### config.mk
export PLATFORM = sky130hd
export DESIGN_NAME = modbus_read_request_framer
export DESIGN_NICKNAME = d
export VERILOG_FILES = /design/src/mrf_pkg.sv /design/src/mrf_cfg_regs.sv /design/src/mrf_crc_pipe.sv /design/src/mrf_serializer.sv /design/src/modbus_read_request_framer.sv
export SDC_FILE = /design/constraint.sdc
export NUM_CORES = 1
export LEC_CHECK = 0
export BUFFER_PORTS_ARGS = -buffer_cell sky130_fd_sc_hd__buf_2
export CORE_UTILIZATION = 49
export CTS_BUF_LIST = sky130_fd_sc_hd__clkbuf_4 sky130_fd_sc_hd__clkbuf_8
export CTS_CLUSTER_DIAMETER = 120
export DETAILED_ROUTE_END_ITERATION = 7
export HOLD_SLACK_MARGIN = 0.08
export PLACE_DENSITY = 0.66
export SLEW_MARGIN = 25
export SYNTH_ARGS = -nofsm -noshare
export SYNTH_HDL_FRONTEND = slang
export SYNTH_SLANG_ARGS = --single-unit
### constraint.sdc
create_clock -name i_clk -period 3.9 [get_ports i_clk]
set_clock_uncertainty 0.15 [all_clocks]
set_input_delay 0 -clock i_clk [delete_from_list [all_inputs] [get_ports i_clk]]
set_output_delay 0 -clock i_clk [all_outputs]
set_load 0.02 [all_outputs]
### src/mrf_pkg.sv
// Shared types, constants and the CRC-16 byte update for the Modbus read request framer.
// No dependencies; every other file of the block imports this package.
`default_nettype none

package mrf_pkg;

    localparam int FRAME_LEN = 8;
    localparam int HDR_LEN   = 6;

    localparam logic [15:0] CRC_INIT = 16'hFFFF;
    localparam logic [15:0] CRC_POLY = 16'hA001;

    typedef logic [7:0] t_byte;

    // Header bytes in transmit order, element 0 goes out first
    typedef t_byte [HDR_LEN-1:0]   t_hdr;
    typedef t_byte [FRAME_LEN-1:0] t_frame;

    typedef logic [$clog2(FRAME_LEN)-1:0] t_byte_idx;

    localparam t_byte_idx LAST_IDX = t_byte_idx'(FRAME_LEN - 1);

    typedef struct packed {
        t_byte       slave_id;
        t_byte       function_code;
        logic [15:0] start_address;
        logic [15:0] register_count;
    } t_cfg;

    typedef logic [1:0] t_reg_idx;

    localparam t_reg_idx REG_SLAVE_ID       = 2'd0;
    localparam t_reg_idx REG_FUNCTION_CODE  = 2'd1;
    localparam t_reg_idx REG_START_ADDRESS  = 2'd2;
    localparam t_reg_idx REG_REGISTER_COUNT = 2'd3;

    localparam t_byte       RST_SLAVE_ID       = 8'd1;
    localparam t_byte       RST_FUNCTION_CODE  = 8'd3;
    localparam logic [15:0] RST_START_ADDRESS  = 16'd0;
    localparam logic [15:0] RST_REGISTER_COUNT = 16'd1;

    // Fold one byte into a reflected CRC-16/Modbus, LSB first
    function automatic logic [15:0] crc_byte(input logic [15:0] crc_in, input t_byte data);
        logic [15:0] c;
        c = crc_in ^ {8'h00, data};
        for (int b = 0; b < 8; b++) begin
            if (c[0]) begin
                c = (c >> 1) ^ CRC_POLY;
            end else begin
                c = c >> 1;
            end
        end
        return c;
    endfunction

endpackage

`default_nettype wire

### src/mrf_cfg_regs.sv
// APB-style configuration registers of the Modbus read request framer.
// Depends on mrf_pkg for the register map, reset values and the t_cfg struct.
`default_nettype none

module mrf_cfg_regs
    import mrf_pkg::*;
(
    input  wire logic        i_clk,
    input  wire logic        i_rst_n,
    input  wire logic        psel,
    input  wire logic        penable,
    input  wire logic        pwrite,
    input  wire logic [3:0]  paddr,
    input  wire logic [31:0] pwdata,
    output logic [31:0]      prdata,
    output logic             pready,
    output t_cfg             o_cfg
);

    t_cfg     r_cfg;
    t_reg_idx w_idx;
    logic     w_wr;

    assign w_idx  = paddr[3:2];
    assign w_wr   = psel && penable && pwrite;
    assign pready = 1'b1;
    assign o_cfg  = r_cfg;

    // Write on the access phase, keep the low bits of each register's width
    always_ff @(posedge i_clk) begin
        if (!i_rst_n) begin
            r_cfg.slave_id       <= RST_SLAVE_ID;
            r_cfg.function_code  <= RST_FUNCTION_CODE;
            r_cfg.start_address  <= RST_START_ADDRESS;
            r_cfg.register_count <= RST_REGISTER_COUNT;
        end else if (w_wr) begin
            case (w_idx)
                REG_SLAVE_ID:       r_cfg.slave_id       <= pwdata[7:0];
                REG_FUNCTION_CODE:  r_cfg.function_code  <= pwdata[7:0];
                REG_START_ADDRESS:  r_cfg.start_address  <= pwdata[15:0];
                REG_REGISTER_COUNT: r_cfg.register_count <= pwdata[15:0];
                default: ;
            endcase
        end
    end

    // Read back the addressed register
    always_comb begin
        case (w_idx)
            REG_SLAVE_ID:       prdata = {24'h0, r_cfg.slave_id};
            REG_FUNCTION_CODE:  prdata = {24'h0, r_cfg.function_code};
            REG_START_ADDRESS:  prdata = {16'h0, r_cfg.start_address};
            REG_REGISTER_COUNT: prdata = {16'h0, r_cfg.register_count};
            default:            prdata = 32'h0;
        endcase
    end

endmodule

`default_nettype wire

### src/mrf_crc_pipe.sv
// Six-stage CRC pipeline: each stage folds one header byte into the running CRC.
// Depends on mrf_pkg for crc_byte and the header and frame types.
`default_nettype none

module mrf_crc_pipe
    import mrf_pkg::*;
(
    input  wire logic i_clk,
    input  wire logic i_rst_n,
    input  wire logic i_valid,
    output logic      o_ready,
    input  wire t_cfg i_cfg,
    output logic      o_valid,
    input  wire logic i_ready,
    output t_frame    o_frame
);

    localparam int STAGES = HDR_LEN;

    logic [STAGES-1:0] r_vld;
    t_hdr              r_hdr [STAGES];
    logic [15:0]       r_crc [STAGES];
    logic [STAGES:0]   w_rdy;
    t_hdr              w_hdr_in;

    // Lay out the header in transmit order
    assign w_hdr_in[0] = i_cfg.slave_id;
    assign w_hdr_in[1] = i_cfg.function_code;
    assign w_hdr_in[2] = i_cfg.start_address[15:8];
    assign w_hdr_in[3] = i_cfg.start_address[7:0];
    assign w_hdr_in[4] = i_cfg.register_count[15:8];
    assign w_hdr_in[5] = i_cfg.register_count[7:0];

    // A stage advances when it is empty or its successor advances
    assign w_rdy[STAGES] = i_ready;
    for (genvar k = 0; k < STAGES; k++) begin : g_rdy
        assign w_rdy[k] = !r_vld[k] || w_rdy[k+1];
    end

    // Move valid bits along with the data
    always_ff @(posedge i_clk) begin
        if (!i_rst_n) begin
            r_vld <= '0;
        end else begin
            if (w_rdy[0]) begin
                r_vld[0] <= i_valid;
            end
            for (int k = 1; k < STAGES; k++) begin
                if (w_rdy[k]) begin
                    r_vld[k] <= r_vld[k-1];
                end
            end
        end
    end

    // Fold header byte k into the CRC at stage k
    always_ff @(posedge i_clk) begin
        if (w_rdy[0]) begin
            r_hdr[0] <= w_hdr_in;
            r_crc[0] <= crc_byte(CRC_INIT, w_hdr_in[0]);
        end
        for (int k = 1; k < STAGES; k++) begin
            if (w_rdy[k]) begin
                r_hdr[k] <= r_hdr[k-1];
                r_crc[k] <= crc_byte(r_crc[k-1], r_hdr[k-1][k]);
            end
        end
    end

    // Append the CRC, low byte first
    always_comb begin
        for (int k = 0; k < HDR_LEN; k++) begin
            o_frame[k] = r_hdr[STAGES-1][k];
        end
        o_frame[HDR_LEN]   = r_crc[STAGES-1][7:0];
        o_frame[HDR_LEN+1] = r_crc[STAGES-1][15:8];
    end

    assign o_valid = r_vld[STAGES-1];
    assign o_ready = w_rdy[0];

endmodule

`default_nettype wire

### src/mrf_serializer.sv
// Output register that sends a finished frame one byte per item.
// Depends on mrf_pkg for the frame and byte index types.
`default_nettype none

module mrf_serializer
    import mrf_pkg::*;
(
    input  wire logic   i_clk,
    input  wire logic   i_rst_n,
    input  wire logic   i_valid,
    output logic        o_in_ready,
    input  wire t_frame i_frame,
    output logic        o_valid,
    input  wire logic   i_ready,
    output t_byte       o_frame_byte,
    output t_byte_idx   o_byte_index,
    output logic        o_last_byte
);

    logic      r_valid;
    t_byte_idx r_idx;
    t_frame    r_frame;
    logic      w_take;
    logic      w_last;

    assign w_last     = (r_idx == LAST_IDX);
    assign o_in_ready = !r_valid || (i_ready && w_last);
    assign w_take     = i_valid && o_in_ready;

    // Load a new frame, or advance to the next byte when one is taken
    always_ff @(posedge i_clk) begin
        if (!i_rst_n) begin
            r_valid <= 1'b0;
            r_idx   <= '0;
        end else if (w_take) begin
            r_valid <= 1'b1;
            r_idx   <= '0;
        end else if (r_valid && i_ready) begin
            if (w_last) begin
                r_valid <= 1'b0;
            end else begin
                r_idx <= r_idx + t_byte_idx'(1);
            end
        end
    end

    // Hold the frame bytes
    always_ff @(posedge i_clk) begin
        if (w_take) begin
            r_frame <= i_frame;
        end
    end

    assign o_valid      = r_valid;
    assign o_frame_byte = r_frame[r_idx];
    assign o_byte_index = r_idx;
    assign o_last_byte  = w_last;

endmodule

`default_nettype wire

### src/modbus_read_request_framer.sv
// Modbus RTU read request framer: eight bytes per trigger, CRC-16/Modbus appended.
// The trigger item passes through the six CRC stages and then the output register before
// its first byte is offered; back-pressure can stall it on the way.
// Throughput: one byte per cycle while i_out_ready is high, set by the single output
// register; the six CRC stages take a new item every cycle unless stalled.
// Reset (synchronous, active low) empties the pipeline and output register and
// loads the configuration reset values.
`default_nettype none

module modbus_read_request_framer
    import mrf_pkg::*;
(
    input  wire logic        i_clk,
    input  wire logic        i_rst_n,
    input  wire logic        i_in_valid,
    output logic             o_in_ready,
    input  wire logic        i_trigger,
    output logic             o_out_valid,
    input  wire logic        i_out_ready,
    output logic [7:0]       o_frame_byte,
    output logic [2:0]       o_byte_index,
    output logic             o_last_byte,
    input  wire logic        psel,
    input  wire logic        penable,
    input  wire logic        pwrite,
    input  wire logic [3:0]  paddr,
    input  wire logic [31:0] pwdata,
    output logic [31:0]      prdata,
    output logic             pready
);

    t_cfg   w_cfg;
    logic   w_pipe_valid;
    logic   w_pipe_ready;
    t_frame w_frame;

    mrf_cfg_regs u_cfg_regs (
        .i_clk   (i_clk),
        .i_rst_n (i_rst_n),
        .psel    (psel),
        .penable (penable),
        .pwrite  (pwrite),
        .paddr   (paddr),
        .pwdata  (pwdata),
        .prdata  (prdata),
        .pready  (pready),
        .o_cfg   (w_cfg)
    );

    // Drop items whose trigger is low
    mrf_crc_pipe u_crc_pipe (
        .i_clk   (i_clk),
        .i_rst_n (i_rst_n),
        .i_valid (i_in_valid && i_trigger),
        .o_ready (o_in_ready),
        .i_cfg   (w_cfg),
        .o_valid (w_pipe_valid),
        .i_ready (w_pipe_ready),
        .o_frame (w_frame)
    );

    mrf_serializer u_serializer (
        .i_clk        (i_clk),
        .i_rst_n      (i_rst_n),
        .i_valid      (w_pipe_valid),
        .o_in_ready   (w_pipe_ready),
        .i_frame      (w_frame),
        .o_valid      (o_out_valid),
        .i_ready      (i_out_ready),
        .o_frame_byte (o_frame_byte),
        .o_byte_index (o_byte_index),
        .o_last_byte  (o_last_byte)
    );

`ifndef SYNTHESIS
    // A taken byte that is not the last is followed by the next byte of the frame
    a_byte_advance: assert property (@(posedge i_clk) disable iff (!i_rst_n)
        (o_out_valid && i_out_ready && !o_last_byte) |=>
            (o_out_valid && o_byte_index == 3'($past(o_byte_index) + 3'd1)))
        else $error("frame byte sequence broken");

    // After the last byte the next offered byte opens a frame
    a_frame_restart: assert property (@(posedge i_clk) disable iff (!i_rst_n)
        (o_out_valid && i_out_ready && o_last_byte) |=>
            (!o_out_valid || o_byte_index == 3'd0))
        else $error("frame does not restart at byte zero");

    // The end-of-frame flag marks exactly the eighth byte
    a_last_flag: assert property (@(posedge i_clk) disable iff (!i_rst_n)
        o_out_valid |-> (o_last_byte == (o_byte_index == 3'd7)))
        else $error("last byte flag misplaced");
`endif

endmodule

`default_nettype wire
==> impl_results.md, run 1 <==
- RSZ-0062 raised after global routing: false
- Vias: 7278
- Max frequency: 319.5 MHz
- Crit path launch type: register
- Worst-Skew Late Latency: 0.58 ns
- Clock tree from TritonCTS: built
- VDD IR-drop max: 272.4 uV
- HP Class: primary input to register
- Max Cap Violations: 0
- Static Leak: 8.047 nW
- # setup viols final: 0
- Yosys cell types: 34
- Hold path startpoint: pwdata[3]
- Syn_area_per_cell: 20.26 um2
- Actual slew at the worst max-slew pin: 0.9453 ns
- Sink Count: 500
- Iter 0 DRT Violations: 295
- R2R Setup Slk: 0.81 ns
- DRC: 0
- Status: complete, no violations
- Detailed placer's ending HPWL: 16430 um
- Yosys Warn Count: 0
- First-pass GRT wire length: 39540 um
- Slew Viols, Final: 0
- Share of cells above drive strength 1: 22.04%
- Synthesis-stage register bit count: 500
- Initial Util: 49.79%
- Final WS setup: 0.7698 ns
- WP depth: 9
- CP bufs+invs: 4
- Required time of the critical path: 3.75 ns
- Final RePlAce weighted congestion: 0.7212
- Crit-path slowest cell: buf_4
- WHS: 0.1127 ns
- Total power divided by cell area: 556.2 mW/mm2
- Crit path time final: 3.130 ns
- Final worst-path cycle share: 80.26%
- Num rows: 69
- Post-cts resize count: 0
- Setup crit end kind: output port
- Worst EP arrival: 2.98 ns
- Setup TNS: 0 ns
- DR WL/cell: 16.31 um
- CP most frequent cell: buf_4
- CTS buffer count: 74
- Clock Pin Slew Worst Setup and Hold Paths: 0.06 ns
- Max clock buf depth: 3
- Fin nets: 1079
- Vias in the first global route: 7432
- Total die area: 0.03691 mm2
- Cells on worst reg2reg path: 10
- Die height: 192.1 um
- Family with the most delay on the worst path: buffers and inverters
- Floorplan core area: 0.03557 mm2
- Largest net degree at the start of global routing: 66
- Hold Crit Depth: 4
- Drt first pass iters: 4
- Tot GR Track Use: 14.30%
- Antenna diodes: 0
- Initial antenna violation count: 0
- Seq/Total Area, Yosys: 81.50%
- Worst slack at placement: 1.060 ns
- Overflow after GRT: 0
- I/O pin cnt: 91
- Hold buffer count at cts: 42
- Netlist Area Pre-Place: 0.01771 mm2
- I/O Buffers: 55
- Rel. slew slack: 36.98%
- Area Overhead vs Synth: 15.41%
- Reg-to-Reg End: u_crc_pipe.r_vld[0]
- CP peak stage delay: 0.57 ns
- Crit path kind: register to output port
- Cells after Synth: 874
- Critical path, cell by cell: buf_4, ha_1, ha_1, a21boi_0, buf_4, and3_1, nand2_2, buf_4, buf_2
- Die width: 192.1 um
- Total Power: 11.37 mW
- Critical Path Fanout Max: 60
- Drt via density: 4.695
- Root buf cell: clkbuf_8
- CTS H-tree lvls: 3
- Final antenna-violating net count: 0
- Crit path launch: u_serializer.o_byte_index[1]
- Routed WL: 25280 um
- Hold endpoint: u_cfg_regs.o_cfg[3]
- Final Hold Viols: 0
- Post-CTS setup buffer count: 0
- Worst R2R Start: u_serializer.o_byte_index[1]
## cells in the final DEF (no fill, tap or decap), types with 5 or more instances in the layout
master         count
buf_4              9
nor2b_1           22
xnor3_1            9
clkbuf_4          27
clkbuf_8          84
clkinv_2           6
mux4_2            24
and3_1             5
mux2i_1           26
buf_2             55
xnor2_2            5
nand2_1           68
xor2_1            36
mux2_2             8
dfxtp_1           58
conb_1            17
a21boi_0          33
xnor2_1           54
dlygate4sd3_1     42
clkinv_1          11
edfxtp_1         442
## worst reg2reg max path: stages, from the launching register on
cell and delay (ns):
dfxtp_1 0.30, buf_4 0.27, ha_1 0.20, ha_1 0.16, a21boi_0 0.08, buf_4 0.17
and3_1 0.23, nand2_2 0.08, buf_4 0.57, a21boi_0 0.17, dlygate4sd3_1 0.59
## sequential cells by signal (all words and copies together) (netlist names)
name                       flops
u_serializer.o_valid           1
u_serializer.o_byte_index      3
u_serializer.r_frame          64
u_cfg_regs.o_cfg              48
u_crc_pipe.r_vld               6
u_crc_pipe.r_crc              90
u_crc_pipe.r_hdr             288
## cell type report
type / instances / area, um2
fillers: 2663 / 15130
well taps: 461 / 576.8
multi-input cells: 341 / 3097
flip-flops and latches: 500 / 14430
clock buffers: 111 / 1359
clock inverters: 21 / 123.9
inverters: 7 / 26.28
repair buffers: 109 / 823.3
## report_power, final
group	switching, mW	internal, mW
combinational	0.397	0.548
sequential	0.112	6.24
clock	1.78	2.29
## metal layers
metal	vias to the layer above	part of all wire [%]	wire length, um	track usage [%]
met5	-	0	0	0
met4	0	2.2	557	5.845
met3	54	4.1	1035	3.472
met2	154	51	12890	24.67
met1	3508	43	10800	17.23
li1	3562	-	-	-
## stage by stage
step / utilization, % / instance area, um2 / std cells
floorplan: - / 17770 / 889
global placement: 52.11 / 18540 / 1376
detailed placement: 52.11 / 18540 / 1376
CTS: 57.46 / 20440 / 1550
global route: 57.46 / 20440 / 1550
finish: 57.46 / 20440 / 1550
## kinds of logic after synthesis
kind of cell / count (synthesis) / share of synthesized area (%)
flops: 500 / 81.50
buf+inv: 48 / 1.420
fa+ha+maj: 2 / 0.1413
xor+xnor: 114 / 7.312
other cells: 2 / 0.04240
simple gates: 111 / 2.918
compound gates: 39 / 1.639
mux: 58 / 5.030
## cells in the mapped netlist
library cell | count | area (um2)
nand2b_1 | 1 | 6.260
xnor2_4 | 2 | 55.05
o21a_1 | 4 | 30.03
xnor2_2 | 5 | 81.33
xnor3_2 | 3 | 71.32
xor3_1 | 2 | 47.55
nor3b_1 | 1 | 7.510
buf_4 | 17 | 127.6
xnor3_1 | 9 | 202.7
nand3b_1 | 3 | 22.52
xnor2_1 | 54 | 473.0
clkbuf_1 | 17 | 63.81
mux2i_1 | 26 | 260.3
nand2_1 | 71 | 266.5
nor2b_1 | 23 | 143.9
mux4_2 | 24 | 540.5
a21boi_0 | 33 | 247.7
buf_1 | 1 | 3.750
xor2_1 | 36 | 315.3
and3b_1 | 1 | 8.760
buf_2 | 6 | 30.03
a21oi_1 | 1 | 5.000
nand3_1 | 2 | 10.01
dfxtp_1 | 58 | 1161
xor2_2 | 3 | 48.80
mux2_2 | 8 | 90.09
ha_1 | 2 | 25.02
and3_1 | 5 | 31.28
inv_1 | 7 | 26.28
a21boi_1 | 1 | 7.510
edfxtp_1 | 442 | 13270
conb_1 | 2 | 7.510
and4_1 | 1 | 8.760
nor2_1 | 3 | 11.26
## worst max-delay path by stage
| stage | slack (ns) | endpoint |
|---|---|---|
| detailed placement | 1.06 | u_crc_pipe.r_hdr[2][3] |
| global placement | 1.06 | u_crc_pipe.r_hdr[2][3] |
| global route | 0.55 | o_in_ready |
| finish | 0.77 | o_in_ready |
| CTS | 0.68 | o_in_ready |
| floorplan | 0.41 | u_crc_pipe.r_crc[3][0] |
Power figures use the tool's default switching activity.
==> inputs of run 2 (changes only) <==
--- a/config.mk
+++ b/config.mk
@@ -5,6 +5,7 @@
 export SDC_FILE = /design/constraint.sdc
 export NUM_CORES = 1
 export LEC_CHECK = 0
+export ABC_AREA = 1
 export BUFFER_PORTS_ARGS = -buffer_cell sky130_fd_sc_hd__buf_2
 export CORE_UTILIZATION = 49
 export CTS_BUF_LIST = sky130_fd_sc_hd__clkbuf_4 sky130_fd_sc_hd__clkbuf_8
==> constraint.sdc (replaced) <==
create_clock -name i_clk -period 2.62 [get_ports i_clk]
set_clock_uncertainty 0.15 [all_clocks]
set_input_delay 0 -clock i_clk [delete_from_list [all_inputs] [get_ports i_clk]]
set_output_delay 0 -clock i_clk [all_outputs]
set_load 0.02 [all_outputs]
==> run 2 against run 1 <==
The run now ends with design-rule violations, negative setup slack left. Clock power rose by 49%. Core utilization grew 2.3 points. Hold slack improved by 0.022 ns. Register-to-register slack lost 1.1 ns. Combinational power is 150% higher. Global-route usage rose by 2.8 points. Largest power group unchanged. Cell count up 23%. Routed wire length increased by 24%. Highest routed layer unchanged.
==> impl_results.md, run 2 <==
- Status: complete, but fails checks
- Violated checks: design-rule violations, negative setup slack
- Reg-to-Reg End: u_crc_pipe.r_crc[1][0]
- RSZ-0062 raised after global routing: true
- Syn_area_per_cell: 15.16 um2 (-25%)
- VDD IR-drop max: 406.7 uV (+49%)
- Vias: 9327 (+28%)
- Ys async rst share: 0% (unchanged)
- Crit path kind: register to register
- Largest register FFs: 288 (unchanged)
- CTS H-tree lvls: 3 (unchanged)
- Overflow after GRT: 0 (unchanged)
- DR WL/cell: 16.45 um (+0.82%)
- Initial Util: 50.01% (+0.22 points)
- Vias in the first global route: 9240 (+24%)
- Cells on worst reg2reg path: 17 (+7)
- Sequential Area: 0.01444 mm2 (about the same)
- Routed WL: 31430 um (+24%)
- CP bufs+invs: 8 (+4)
- R2R Setup Slk: -0.28 ns (-1.09 ns)
- Critical Path Fanout Max: 32 (-47%)
- Yosys Warn Count: 0 (unchanged)
- Worst-Skew Late Latency: 0.60 ns (+0.02 ns)
- Critical path, cell by cell: ha_4, ha_4, nand2_2, nand2_2, nor2_4, clkinvlp_4, nor2_4, clkinvlp_4, nor2_4, clkinvlp_4, nor2_4, clkinvlp_4, nor2_4, buf_4, buf_6, clkinvlp_4, buf_12
- Family with the most delay on the worst path: buffers and inverters
- Dominant cells by area after synthesis: edfxtp_1 74%, dfxtp_1 6.5%, nor2_1 3.3%, nand2_1 2.9%, xor2_1 2.4%
- Reg with most FFs: u_crc_pipe.r_hdr
- Most common cell in the netlist: edfxtp_1
- Non-Filler Instances: 1911 (+23%)
- CP peak stage delay: 0.35 ns (-0.22 ns)
- Clk network pwr share: 33.1% (-2.7 points)
- Worst EP arrival: 3.07 ns (+0.09 ns)
- Static Leak: 8.862 nW (+10%)
- Max Cap Violations: 0 (unchanged)
- Total Power: 18.29 mW (+61%)
- Actual slew at the worst max-slew pin: 0.8048 ns (-0.1405 ns)
- HP Class: primary input to register
- I/O pin cnt: 91 (unchanged)
- Final Hold Viols: 0 (unchanged)
- Hold Crit Depth: 4 (unchanged)
- Netlist Area Pre-Place: 0.01787 mm2 (+0.93%)
- Multi-input gate area: 0.003105 mm2 (+0.28%)
- First-pass GRT wire length: 48220 um (+22%)
- Worst slack at placement: -0.09893 ns (-1.159 ns)
- Pint: 13.79 mW (+52%)
- Hold path startpoint: pwdata[7]
- Antenna diodes: 0 (unchanged)
- Area Overhead vs Synth: 19.43%
- Sw Ratio: 24.63% (+4.5 points)
- Initial antenna violation count: 0 (unchanged)
- Root buf cell: clkbuf_8
- Comb pwr share: 12.7% (+4.4 points)
- I/O Buffers: 55 (unchanged)
- Die width: 193.0 um (+0.46%)
- Crit-path slowest cell: dfxtp_4
- Sw Pwr: 4.505 mW (+97%)
- Top cell type's share of synthesized area: 74.25% (-0.69 points)
- Drt first pass iters: 7 (+3)
- Reg power frac: 54.2% (-1.7 points)
- Rel. slew slack: 46.35% (+9.4 points)
- Die height: 193.0 um (+0.46%)
- Yosys cell types: 29 (-15%)
- Synthesis-stage register bit count: 500 (unchanged)
- Sink Count: 500 (unchanged)
- Max frequency: 344.9 MHz
- Synth top cells by count: 442 x edfxtp_1, 155 x nor2_1, 137 x nand2_1
- Final WS setup: -0.2796 ns (-1.049 ns)
- Ys flop type: edfxtp_1
- CTS buffer count: 77 (+4.1%)
- Commonest non-fill, non-tap cell in the layout: edfxtp_1
- Required time of the critical path: 2.79 ns (-0.96 ns)
- # fillers: 2712 (+1.8%)
- Drt via density: 4.881 (+3.9%)
- Fin nets: 1437 (+33%)
- Final worst-path cycle share: 110.7%
- Share of cells above drive strength 1: 18.69% (-3.3 points)
- Most frequent cells in the layout: 442 x edfxtp_1, 150 x nor2_1, 134 x nand2_1, 79 x clkbuf_8, 76 x o21ai_0
- Post-synth EDFFs: 442 (unchanged)
- Hold endpoint: u_cfg_regs.o_cfg[7]
- Largest net degree at the start of global routing: 66 (unchanged)
- Tot GR Track Use: 17.08% (+2.8 points)
- Clock Pin Slew Worst Setup and Hold Paths: 0.06 ns (about the same)
- Crit path time final: 2.900 ns
- Iter 0 DRT Violations: 462 (+57%)
- Final antenna-violating net count: 0 (unchanged)
- Max clock buf depth: 3 (unchanged)
- Setup crit end kind: register
- # setup viols final: 123 (+123)
- Placed Instances: 1701 (+24%)
- Cells after Synth: 1179 (+35%)
- Total power divided by cell area: 856.9 mW/mm2 (+54%)
- Num rows: 69 (unchanged)
- Crit path launch type: register
- Top flop regs: u_crc_pipe.r_hdr: 288 flops, u_crc_pipe.r_crc: 90 flops, u_serializer.r_frame: 64 flops
- Slew Viols, Final: 0 (unchanged)
- Seq/Total Area, Yosys: 80.75% (-0.75 points)
- Floorplan core area: 0.03574 mm2 (+0.49%)
- DRC: 8 (+8)
- Clock tree from TritonCTS: built
- Total die area: 0.03725 mm2 (+0.92%)
- Final RePlAce weighted congestion: 0.8527 (+18%)
- Worst R2R Start: u_serializer.o_byte_index[0]
- Post-synth top area cell: edfxtp_1
- Detailed placer's ending HPWL: 19920 um (+21%)
-- run 2: cells by family after synthesis --
logic type | after synthesis | synth area share (%)
mux | 2 | 0.1260
xor+xnor | 87 | 4.305
fa+ha+maj | 2 | 0.1400
buf+inv | 108 | 2.632
simple gates | 369 | 8.624
compound gates | 109 | 3.381
flops | 500 | 80.75
other cells | 2 | 0.04201
-- run 2: repair_timing --
item	4_1_cts	5_1_grt
endpoints found under the hold margin	58	0
hold buffers	54	0
endpoints found under the setup margin	128	194
resized for setup	9	15
cloned	2	7
pin swaps	6	0
buffers inserted	5	5
-- run 2: routing by layer --
metal,track usage [%],up-vias,routed length [um]
li1,-,4576,-
met5,0,-,0
met4,7.933,0,1089
met3,3.240,68,1274
met2,28.14,287,15380
met1,22.05,4396,13690
-- run 2: worst reg2reg max path, delay by kind of cell (launching register included) --
kind | cells | cell delay, ns
DFF | 1 | 0.35
buffers and inverters | 8 | 1.13
and+or+nand+nor | 7 | 0.68
adders and majority gates | 2 | 0.31
-- run 2: power groups by stage --
stage	Combinational, mW	Clock, mW	Sequential [mW]
floorplan	1.80	0	9.96
global placement	2.17	0	10.1
detailed placement	2.25	0	10.1
CTS	2.33	6.23	9.93
global route	2.61	6.57	9.98
finish	2.32	6.06	9.91
-- run 2: worst max-delay path by stage --
stage                                 start                      end  slack (ns)  depth (start not counted)
2_1_floorplan  u_serializer.o_byte_index[0]   u_crc_pipe.r_crc[1][0]       -4.65                         14
3_3_place_gp   u_serializer.o_byte_index[0]  u_crc_pipe.r_hdr[1][37]       -0.12                         15
3_5_place_dp   u_serializer.o_byte_index[0]  u_crc_pipe.r_hdr[1][37]        -0.1                         15
4_1_cts        u_serializer.o_byte_index[0]               o_in_ready       -0.32                         16
5_1_grt        u_serializer.o_byte_index[0]               o_in_ready       -0.43                         16
6_report       u_serializer.o_byte_index[0]   u_crc_pipe.r_crc[1][0]       -0.28                         17
-- run 2: final cells by class --
type                       instances  share of cell area [%]
clock buffer                     109                   6.148
sequential                       500                   67.64
tap                              461                   2.702
timing repair buffer             157                   6.863
multi-input combinational        586                   14.55
inverter                          69                   1.336
clock inverter                    29                  0.7678
-- run 2: through the flow --
stage	utilization (%)	setup TNS, ns	area (um2)	hold slack (ns)
final	59.73	-20.18	21350	0.1345
after global routing	59.73	-35.05	21350	0.1494
after floorplan	-	-1003.14	18030	-0.03678
after detailed placement	53.04	-8.288	18960	0.09359
after CTS	59.05	-8.270	21110	0.08105
after global placement	53.04	-12.13	18960	0.08954
